===== src/rtl/fci_pkg.sv =====
package fci_pkg;

	localparam int unsigned FlashBytes = 524288;
	localparam int unsigned AddrW      = 19;
	localparam int unsigned LenW       = 20;

	localparam logic OP_READ  = 1'b0;
	localparam logic OP_WRITE = 1'b1;

	localparam logic [AddrW-1:0] SECTOR1_BASE = 19'h60000;

	localparam logic [11:0] ADDR_UNLOCK1 = 12'hAAA;
	localparam logic [11:0] ADDR_UNLOCK2 = 12'h555;

	localparam logic [7:0] CMD_UNLOCK1      = 8'hAA;
	localparam logic [7:0] CMD_UNLOCK2      = 8'h55;
	localparam logic [7:0] CMD_AUTOSEL      = 8'h90;
	localparam logic [7:0] CMD_PROG         = 8'hA0;
	localparam logic [7:0] CMD_ERASE        = 8'h80;
	localparam logic [7:0] CMD_FAST         = 8'h20;
	localparam logic [7:0] CMD_RESET        = 8'hF0;
	localparam logic [7:0] CMD_CHIP_ERASE   = 8'h10;
	localparam logic [7:0] CMD_SECTOR_ERASE = 8'h30;

	localparam logic [7:0] ID_MANUFACTURER = 8'h04;
	localparam logic [7:0] ID_DEVICE       = 8'h0C;
	localparam logic [7:0] ID_PROTECT      = 8'h00;
	localparam logic [7:0] STATUS_READY    = 8'h04;

	typedef enum logic [5:0] {
		MODE_READ     = 6'b000001,
		MODE_AUTOSEL  = 6'b000010,
		MODE_PROG     = 6'b000100,
		MODE_ERASE    = 6'b001000,
		MODE_FAST     = 6'b010000,
		MODE_FASTPROG = 6'b100000
	} mode_t;

	typedef enum logic [2:0] {
		UNLOCK_IDLE = 3'b001,
		UNLOCK_AA   = 3'b010,
		UNLOCK_55   = 3'b100
	} unlock_t;

	typedef struct packed {
		logic             op;
		logic [AddrW-1:0] flash_addr;
		logic [7:0]       write_value;
		logic [7:0]       array_byte;
	} req_t;

	typedef struct packed {
		logic [7:0]       read_data;
		logic             program_strobe;
		logic [7:0]       program_data;
		logic             erase_strobe;
		logic [AddrW-1:0] erase_base;
		logic [LenW-1:0]  erase_length;
		logic             flash_modified;
	} rsp_t;

	typedef struct packed {
		mode_t [1:0] mode;
		unlock_t     unlock;
		logic        modified;
	} state_t;

	typedef struct packed {
		logic [AddrW-1:0] base;
		logic [LenW-1:0]  len;
	} region_t;

endpackage


===== src/rtl/fci_if.sv =====
interface fci_req_if;
	logic          valid;
	logic          ready;
	fci_pkg::req_t data;

	modport source (output valid, output data, input ready);
	modport sink (input valid, input data, output ready);
endinterface

interface fci_rsp_if;
	logic          valid;
	logic          ready;
	fci_pkg::rsp_t data;

	modport source (output valid, output data, input ready);
	modport sink (input valid, input data, output ready);
endinterface


===== src/rtl/fci_decode.sv =====
module fci_decode (
	input  fci_pkg::req_t   item,
	input  fci_pkg::state_t st,
	output fci_pkg::rsp_t   res,
	output fci_pkg::state_t nxt
);
	import fci_pkg::*;

	function automatic region_t sector_region(input logic [AddrW-1:0] a);
		region_t r;
		if (a < 19'h60000) begin
			r.base = {a[18:16], 16'h0000};
			r.len  = 20'h10000;
		end else if (a < 19'h64000) begin
			r.base = 19'h60000;
			r.len  = 20'h04000;
		end else if (a < 19'h6C000) begin
			r.base = 19'h64000;
			r.len  = 20'h08000;
		end else if (a < 19'h74000) begin
			r.base = {a[18:13], 13'h0000};
			r.len  = 20'h02000;
		end else if (a < 19'h7C000) begin
			r.base = 19'h74000;
			r.len  = 20'h08000;
		end else begin
			r.base = 19'h7C000;
			r.len  = 20'h04000;
		end
		return r;
	endfunction

	logic       s;
	mode_t      m;
	logic [3:0] id_key;
	logic [7:0] v;
	logic [11:0] low_addr;
	region_t    reg_sel;

	assign s        = (item.flash_addr >= SECTOR1_BASE);
	assign m        = st.mode[s];
	assign id_key   = {item.flash_addr[7], item.flash_addr[2:0]};
	assign v        = item.write_value;
	assign low_addr = item.flash_addr[11:0];
	assign reg_sel  = sector_region(item.flash_addr);

	always_comb begin
		res = '0;
		nxt = st;
		if (item.op == OP_READ) begin
			res.read_data = item.array_byte;
			unique case (m)
				MODE_FAST: begin
					res.read_data = (item.array_byte & 8'h80) | STATUS_READY;
				end
				MODE_AUTOSEL: begin
					if (id_key == 4'b0000) res.read_data = ID_MANUFACTURER;
					else if (id_key == 4'b0010) res.read_data = ID_DEVICE;
					else if (id_key == 4'b0100) res.read_data = ID_PROTECT;
				end
				default: begin
				end
			endcase
		end else begin
			unique case (m)
				MODE_PROG, MODE_FASTPROG: begin
					nxt.modified       = 1'b1;
					res.program_strobe = 1'b1;
					res.program_data   = item.array_byte & v;
					nxt.mode[s]        = (m == MODE_PROG) ? MODE_READ : MODE_FAST;
				end
				MODE_FAST: begin
					if (v == CMD_PROG) nxt.mode[s] = MODE_FASTPROG;
					else if (v == CMD_AUTOSEL) nxt.mode[s] = MODE_READ;
				end
				default: begin
					if (v == CMD_RESET) nxt.mode[s] = MODE_READ;
					if (st.unlock == UNLOCK_IDLE && v == CMD_UNLOCK1 &&
					    low_addr == ADDR_UNLOCK1) begin
						nxt.unlock = UNLOCK_AA;
					end else if (st.unlock == UNLOCK_AA) begin
						nxt.unlock = (v == CMD_UNLOCK2 && low_addr == ADDR_UNLOCK2) ?
							UNLOCK_55 : UNLOCK_IDLE;
					end else if (st.unlock == UNLOCK_55) begin
						if (nxt.mode[s] == MODE_ERASE) begin
							if (v == CMD_CHIP_ERASE) begin
								nxt.modified     = 1'b1;
								res.erase_strobe = 1'b1;
								res.erase_base   = '0;
								res.erase_length = LenW'(FlashBytes);
							end else if (v == CMD_SECTOR_ERASE) begin
								nxt.modified     = 1'b1;
								res.erase_strobe = 1'b1;
								res.erase_base   = reg_sel.base;
								res.erase_length = reg_sel.len;
							end
							nxt.mode[s] = MODE_READ;
						end else begin
							if (v == CMD_AUTOSEL) nxt.mode[s] = MODE_AUTOSEL;
							else if (v == CMD_PROG) nxt.mode[s] = MODE_PROG;
							else if (v == CMD_ERASE) nxt.mode[s] = MODE_ERASE;
							else if (v == CMD_FAST) nxt.mode[s] = MODE_FAST;
						end
						nxt.unlock = UNLOCK_IDLE;
						// only one sector may be busy at a time
						if (nxt.mode[0] != MODE_READ && nxt.mode[1] != MODE_READ)
							nxt.mode[~s] = MODE_READ;
					end
				end
			endcase
		end
		res.flash_modified = nxt.modified;
	end

endmodule


===== src/rtl/flash_command_interface.sv =====
// Command front end of a two-sector 512 KiB flash. Every bus access enters as one
// transaction on req and yields exactly one transaction on rsp, in order. A new
// access is taken every cycle while rsp is not back-pressured. An access passes
// the input register, then the result register, which offers its result on rsp;
// the per-sector mode, unlock stage and modified flag are updated as the access
// moves into the result register. rsp back-pressure stalls the input register, then req.
module flash_command_interface (
	input logic       clk,
	input logic       arst_n,
	fci_req_if.sink   req,
	fci_rsp_if.source rsp
);
	import fci_pkg::*;

	logic   valid_s1;
	req_t   item_s1;
	logic   out_valid_q;
	rsp_t   result_q;
	state_t state_q;
	rsp_t   res;
	state_t nxt;
	logic   advance;

	assign advance   = valid_s1 && (!out_valid_q || rsp.ready);
	assign req.ready = !valid_s1 || advance;
	assign rsp.valid = out_valid_q;
	assign rsp.data  = result_q;

	fci_decode u_decode (
		.item (item_s1),
		.st   (state_q),
		.res  (res),
		.nxt  (nxt)
	);

	always_ff @(posedge clk or negedge arst_n) begin
		if (!arst_n) begin
			valid_s1    <= 1'b0;
			out_valid_q <= 1'b0;
			state_q     <= '{mode: '{MODE_READ, MODE_READ}, unlock: UNLOCK_IDLE,
			                 modified: 1'b0};
		end else begin
			if (req.valid && req.ready) valid_s1 <= 1'b1;
			else if (advance) valid_s1 <= 1'b0;
			if (advance) begin
				out_valid_q <= 1'b1;
				state_q     <= nxt;
			end else if (rsp.ready) begin
				out_valid_q <= 1'b0;
			end
		end
	end

	always_ff @(posedge clk) begin
		if (req.valid && req.ready) item_s1 <= req.data;
		if (advance) result_q <= res;
	end

endmodule


===== src/flat_wrapper.sv =====
// flat-port wrapper written by rule: the top's interface ports become plain ports
module flash_command_interface_flat import fci_pkg::*;
  (clk, arst_n, req_valid, req_data, req_ready, rsp_valid, rsp_data, rsp_ready);
  fci_req_if req_i ();
  fci_rsp_if rsp_i ();
  input logic clk;
  input logic arst_n;
  input wire logic [$bits(req_i.valid)-1:0] req_valid;
  input wire logic [$bits(req_i.data)-1:0] req_data;
  output wire logic [$bits(req_i.ready)-1:0] req_ready;
  output wire logic [$bits(rsp_i.valid)-1:0] rsp_valid;
  output wire logic [$bits(rsp_i.data)-1:0] rsp_data;
  input wire logic [$bits(rsp_i.ready)-1:0] rsp_ready;
  assign req_i.valid = req_valid;
  assign req_i.data = req_data;
  assign req_ready = req_i.ready;
  assign rsp_valid = rsp_i.valid;
  assign rsp_data = rsp_i.data;
  assign rsp_i.ready = rsp_ready;
  flash_command_interface u_core (.clk(clk), .arst_n(arst_n), .req(req_i), .rsp(rsp_i));
endmodule

===== config.mk =====
export PLATFORM = sky130hd
export DESIGN_NAME = flash_command_interface_flat
export DESIGN_NICKNAME = d
export VERILOG_FILES = /design/src/rtl/fci_pkg.sv /design/src/rtl/fci_if.sv /design/src/rtl/fci_decode.sv /design/src/rtl/flash_command_interface.sv /design/src/flat_wrapper.sv
export SDC_FILE = /design/constraint.sdc
export NUM_CORES = 1
export LEC_CHECK = 0
export ABC_CLOCK_PERIOD_IN_PS = 2520
export BUFFER_PORTS_ARGS = -buffer_cell sky130_fd_sc_hd__buf_2
export CORE_UTILIZATION = 49
export DETAILED_ROUTE_END_ITERATION = 12
export GPL_TIMING_DRIVEN = 0
export PLACE_DENSITY = 0.81
export SYNTH_ARGS = -nofsm -noshare
export SYNTH_HDL_FRONTEND = slang
export SYNTH_SLANG_ARGS = --single-unit

===== constraint.sdc =====
create_clock -name clk -period 2.52 [get_ports clk]
set_input_delay 0.252 -clock clk [delete_from_list [all_inputs] [get_ports clk]]
set_output_delay 0.252 -clock clk [all_outputs]
set_load 0.03 [all_outputs]

# Word-level counts from Yosys, hierarchy flattened
# Index checks and enable logic that the tools add are counted.
classes:
  magnitude_cmp: 10
  n_eq_ne: 24
  n_mux: 56
  n_bitwise: 30
  n_reduce_logical: 27
ops:
  columns: ["op", "count"]
  rows:
  - ["$mux W12", 18]
  - ["$mux W39", 4]
  - ["$lt A19 B19 Y1 const B", 5]
  - ["$and A10 B10 Y10", 8]
  - ["$mux W40", 2]
  - ["$not A10 Y10", 7]
  - ["$eq A8 B8 Y1 const B", 5]
  - ["$mux W36", 1]
  - ["$mux W6", 6]
  - ["$mux W8", 3]
  - ["$pmux W12 S2", 1]
  - ["$ge A19 B19 Y1 const B", 1]
  - ["$eq A8 B6 Y1 const B", 2]
  - ["$mux W16", 1]
  - ["$or A2 B2 Y2", 8]
  - ["$pmux W8 S2", 1]
  - ["$reduce_or A14 Y1", 1]
  - ["$reduce_or A13 Y1", 1]
  - ["$bwmux W12", 1]
  - ["$demux W6 S1", 2]
  - ["$eq A12 B11 Y1 const B", 1]
  - ["$eq A12 B12 Y1 const B", 1]
  - ["$ne A6 B1 Y1 const B", 2]
  - ["$reduce_or A12 Y1", 1]
  - ["36 further kinds", 64]
totals:
  regBits: 112
  in_bits: 40

# Depth between registers and ports, before layout
logic_depth:
  word_depth: 29
  mapped_depth: 10
  ltp_nobuf: 8

# Hierarchy
# From an unflattened synthesis, not the netlist that was laid out.
unflattened:
  hier_cells: 455
  area_unflattened_um2: 5594.1
by_module_without_submodules:
  columns: ["mod", "instances", "cells_per_inst", "area_each_um2", "seq_area_each_um2"]
  rows:
  - ["flash_command_interface", 1, 136, 3567.2, 3276.9]
  - ["fci_decode", 1, 319, 2026.9, 0.0]

# Least setup slack after synthesis
# OpenSTA, ideal clock, no wires.
synth_timing:
  kind: "register -> register"
  startpoint: "register u_core.item_s1[9] (netlist bit)"
  endpoint: "register u_core.state_q[6] (netlist bit)"
  setup_time_ps: 121
  arrival_ps: 2399
  setup_slack_ps: 0
  path_stages_with_launch: 10
  period_less_slack_ps: 2520
  cell_sequence: "edfxtp_1 -> or4_1 -> buf_4 -> nor2_4 -> o31ai_4 -> nor4bb_1 -> o22ai_2 -> and4b_1 -> o21a_1 -> a22o_1"
synth_between:
  elab_chain_len: 22
  word_cells_on_any_way: 46
synth_lines:
  columns: ["element", "line_no", "source"]
  rows:
  - ["start, declared", "flash_command_interface.sv:16", "req_t item_s1;"]
  - ["start signal, assigned", "flash_command_interface.sv:55", "if (req.valid && req.ready) item_s1 <= req.data;"]
  - ["$eq A8 B8 Y1", "fci_decode.sv:77", "if (v == CMD_RESET) nxt.mode[s] = MODE_READ;"]
  - ["$mux W12", "fci_decode.sv:77", null]
  - ["$mux W12", "fci_decode.sv:65", "unique case (m)"]
  - ["$mux W12", "fci_decode.sv:50", "if (item.op == OP_READ) begin"]
  - ["$and A10 B10 Y10 (no line) or $or A2 B2 Y2 (tied branches)", null, null]
  - ["$mux W12", "fci_decode.sv:102", "else if (v == CMD_FAST) nxt.mode[s] = MODE_FAST;"]
  - ["$mux W12", "fci_decode.sv:101", "else if (v == CMD_ERASE) nxt.mode[s] = MODE_ERASE;"]
  - ["$mux W12", "fci_decode.sv:100", "else if (v == CMD_PROG) nxt.mode[s] = MODE_PROG;"]
  - ["[... 6 more ...]", null, null]
  - ["$mux W12", "fci_decode.sv:50", null]
  - ["$ne A6 B1 Y1", "fci_decode.sv:106", "if (nxt.mode[0] != MODE_READ && nxt.mode[1] != MODE_READ)"]
  - ["$logic_and A1 B1 Y1", "fci_decode.sv:106", null]
  - ["$mux W12", "fci_decode.sv:106", null]
  - ["$mux W16", "fci_decode.sv:84", "end else if (st.unlock == UNLOCK_55) begin"]
  - ["$mux W12", "fci_decode.sv:81", "end else if (st.unlock == UNLOCK_AA) begin"]
  - ["$mux W12", "fci_decode.sv:78", "if (st.unlock == UNLOCK_IDLE && v == CMD_UNLOCK1 &&"]
  - ["$pmux W12 S2", "fci_decode.sv:65", null]
  - ["end signal, assigned", "flash_command_interface.sv:40", "state_q <= '{mode: '{MODE_READ, MODE_READ}, unlock: UNLOCK_IDLE,"]
  - ["end signal, assigned", "flash_command_interface.sv:47", "state_q <= nxt;"]
  - ["end, declared", "flash_command_interface.sv:19", "state_t state_q;"]
# Several ways; a longest one is shown, not always the timed one. The select of a mux whose other input is x is not followed.
# A chain may end at the register's enable or synchronous reset.

# Worst setup path in the final report
layout_timing:
  startpoint: "register u_core.item_s1[10] (netlist bit)"
  endpoint: "register u_core.state_q[9] (netlist bit)"
# Same word-level chain as after synthesis.

==> qor.yml <==
clocking:
  tritoncts: "done"
  clkTransAtPathRegs_ns: 0.09
  cts_buffers: 9
  clk_latency_ns: 0.37
  clockBufferDepth: 2
  cts.sinks: 83
  h-tree-depth: 3
  clockRootBuffer: "clkbuf_8"
drt:
  drcViolationCount: 0
  drt-wirelength-per-cell_um: 17.91
  postRouteAntennaNets: 0
  drtIter0Drc: 342
  drt_wl_total_um: 11430
  post_drt_via_cell_ratio: 5.878
  vias: 3750
  first_pass_iters: 5
run_status:
  violations: "setup timing"
  status: "complete, but fails checks"
grt:
  grt_pass1_vias: 3535
  grt_max_degree: 36
  gr-total-overflow: 0
  antenna_found_initial: 0
  grt_first_pass_wirelength_um: 17660
  grt_use_total: 0.2615
critical_path:
  timing.rr.end: "u_core.state_q[9]$_DFFE_PN0P_"
  crit_family: "simple AND/OR/NAND/NOR gates"
  slowest_delay_ns: 0.55
  crit_arrival_ns: 3.06
  required_ns: 2.77
  cp_cell_sequence: "or4_4 > nor3_4 > buf_6 > o21ai_1 > a21oi_1 > and4b_2 > nand4_1 > a222oi_1"
  start_kind: "flop"
  critical_path_class: "flop to flop"
  slowest_stage: "or4_4"
  crit_path_max_fanout: 6
  reg2reg_from: "u_core.item_s1[10]$_DFFE_PP_"
  worst_r2r_path_depth: 8
  path_buf_inv: 1
  critPathCaptureType: "flop"
  rrSetupSlack_ns: -0.29
floorplan:
  die_area_mm2: 0.009230
  core-area_mm2: 0.008382
  start_util: 0.5174
  fp.dieH_um: 96.08
  fp-row-count: 33
  io_pins: 100
  die_w_um: 96.08
timing:
  post-route-min-period_ns: 2.812
  slew_headroom: 0.4652
  drv_slew: 0
  hold_viol: 0
  tightest_slew_ns: 0.8022
  max_freq_mhz: 355.7
  rsz0062_at_grt: "yes"
  setup_viol: 18
  clock_skew_ns: 0.01232
  setup_ws_ns: -0.2916
  fin_crit_sh: 1.116
  tns_ns: -2.766
final_layout:
  diodes: 0
  finish.net_count: 568
  syn2layout_area_growth_pct: 32.17
  regArea_mm2: 0.002406
  multi_input_area_mm2: 0.002051
  finish.instance_area_mm2: 0.005732
  drive_above_1_share: 0.3921
  num-fill-cells: 631
yosys:
  synth_top_area_share: 0.4501
  synth_edf_count: 65
  avgSynthCellArea_um2: 11.15
  netlist_area_mm2: 0.004337
  synthCells: 389
  synth_xor_xnor_area_share: 0.004039
  synth_fa_ha_area_frac: 0
  yosysWarnings: 0
  yosys.area_share.simple: 0.2155
  synth-seq-cells: 83
  synth_top_family_by_area: "simple AND/OR/NAND/NOR gates"
  synth.area.top_cells: "edfxtp_1, dfrtp_1, buf_4, nand2_1, nor2_1"
  synth_cell_types: 63
  yosysMostFrequentCell: "edfxtp_1"
  synth_compound_area_frac: 0.1512
  async_reset_ff_frac: 0.2169
  seq_area_frac_synth: 0.5548
  synth_common_cells: "edfxtp_1, nand2_1, nor2_1"
  synth_top_area_cell: "edfxtp_1"
  synth_top_flop_cell: "edfxtp_1"
  yosys-mux-area-fraction: 0
hold_path:
  hp-class: "primary input to flop"
  hold_depth: 1
  worstHoldEndpoint: "u_core.item_s1[9]$_DFFE_PP_"
  min_from: "req_data[9]"
pwr:
  ir_drop_mv: 0.3933
  p_leak_nw: 2.368
  powerDensity_mw_per_mm2: 703.1
placed_design:
  port_buffers: 70
  place_area_mm2: 0.004921
  routabilityCongestion: 0.9655
  dpl.hpwl_um: 7425
run:
  drv_cap: 0
==> cell usage in the layout (no fill, tap or decap), drive strengths merged, types with 5 or more instances in the layout <==
cell type  synthesis  layout
o211ai             5       5
nand2             33      33
o21ai             19      19
dfrtp             15      15
nand3             10      10
and3              11      11
nor3b              6       6
and4b              5       5
o31ai              5       6
and2              15      15
buf               33     135
nand2b             9       9
a31oi              8       8
inv                9      11
o21a               5       5
nor2              33      33
nand4              6       6
o22ai              6       6
edfxtp            65      65
a211oi             5       5
clkbuf            11      18
conb               1      28
nor3               8       8
a21oi             14      14
==> layout make-up <==
cell class | instances | share of cell area
Clock buffer | 10 | 0.02227
Timing Repair Buffer | 104 | 0.1102
Buffer | 40 | 0.04802
Inverter | 9 | 0.006549
Tap cell | 105 | 0.02292
Clock inverter | 6 | 0.01244
Multi-Input combinational cell | 281 | 0.3578
Sequential cell | 83 | 0.4198
==> repair_timing <==
| item | 4_1_cts | 5_1_grt |
|---|---|---|
| cloned | 1 | 0 |
| hold buffers | 1 | 0 |
| endpoints found under the hold margin | 15 | 0 |
| buffers inserted | 16 | 19 |
| setup endpoints to repair | 29 | 30 |
| pin swaps | 20 | 25 |
| gates resized for setup | 42 | 31 |
==> flip-flops by register name (all words and copies together) (netlist names) <==
name	cells
u_core.valid_s1	1
u_core.rsp.valid	1
u_core.state_q	16
u_core.rsp.data	30
u_core.item_s1	35
==> report_power, final <==
group / internal, W / leakage [nW] / switching, W / total (W)
clock: 0.000469 / 0.0939 / 0.000522 / 0.000991
sequential: 0.00165 / 0.851 / 0.000169 / 0.00182
combinational: 0.000481 / 1.42 / 0.000735 / 0.00122
total: 0.00260 / 2.37 / 0.00143 / 0.00403
==> worst reg2reg max path, cell delays in order (launching register included) <==
cell	delay [ns]
edfxtp_1	0.53
or4_4	0.55
nor3_4	0.36
buf_6	0.17
o21ai_1	0.13
a21oi_1	0.16
and4b_2	0.32
nand4_1	0.11
a222oi_1	0.37
==> logic make-up after synthesis <==
kind of cell | Yosys count
xor+xnor | 2
other cells | 1
simple gates | 159
flops | 83
buf+inv | 53
compound gates | 91
==> through the flow <==
step	util	setup slack [ns]	std cells	total power (W)	hold slack, ns
6_report	0.6838	-0.2916	638	0.004030	0.05064
2_1_floorplan	-	0.00008837	416	0.002444	-0.04359
5_1_grt	0.6838	-0.4057	638	0.004180	0.03866
3_3_place_gp	0.5870	-0.6696	591	0.002690	0.2132
4_1_cts	0.6528	-0.2116	623	0.003835	0.04428
3_5_place_dp	0.5871	-0.7208	591	0.002710	0.2153
==> metal layers <==
metal | share of wire | GRT usage | vias up
li1 | - | - | 1695
met1 | 0.39 | 0.3256 | 1744
met2 | 0.49 | 0.4338 | 258
met3 | 0.074 | 0.04660 | 53
met4 | 0.042 | 0.1381 | 0
met5 | 0 | 0 | -
==> worst max path at each step <==
stage	startpoint	end	slack (ns)	cells after the start
after CTS	u_core.item_s1[9]$_DFFE_PP_	u_core.state_q[6]$_DFFE_PN0P_	-0.21	9
after global placement	u_core.item_s1[34]$_DFFE_PP_	u_core.rsp.data[55]$_SDFFCE_PP0P_	-0.67	10
after detailed placement	u_core.item_s1[34]$_DFFE_PP_	u_core.rsp.data[56]$_SDFFCE_PP0P_	-0.72	10
final	u_core.item_s1[10]$_DFFE_PP_	u_core.state_q[9]$_DFFE_PN0P_	-0.29	8
after global routing	u_core.item_s1[9]$_DFFE_PP_	u_core.state_q[9]$_DFFE_PN0P_	-0.41	9
after floorplan	u_core.item_s1[9]$_DFFE_PP_	u_core.state_q[6]$_DFFE_PN0P_	0.00009	9
No activity file was read; power rests on OpenSTA's default activity.
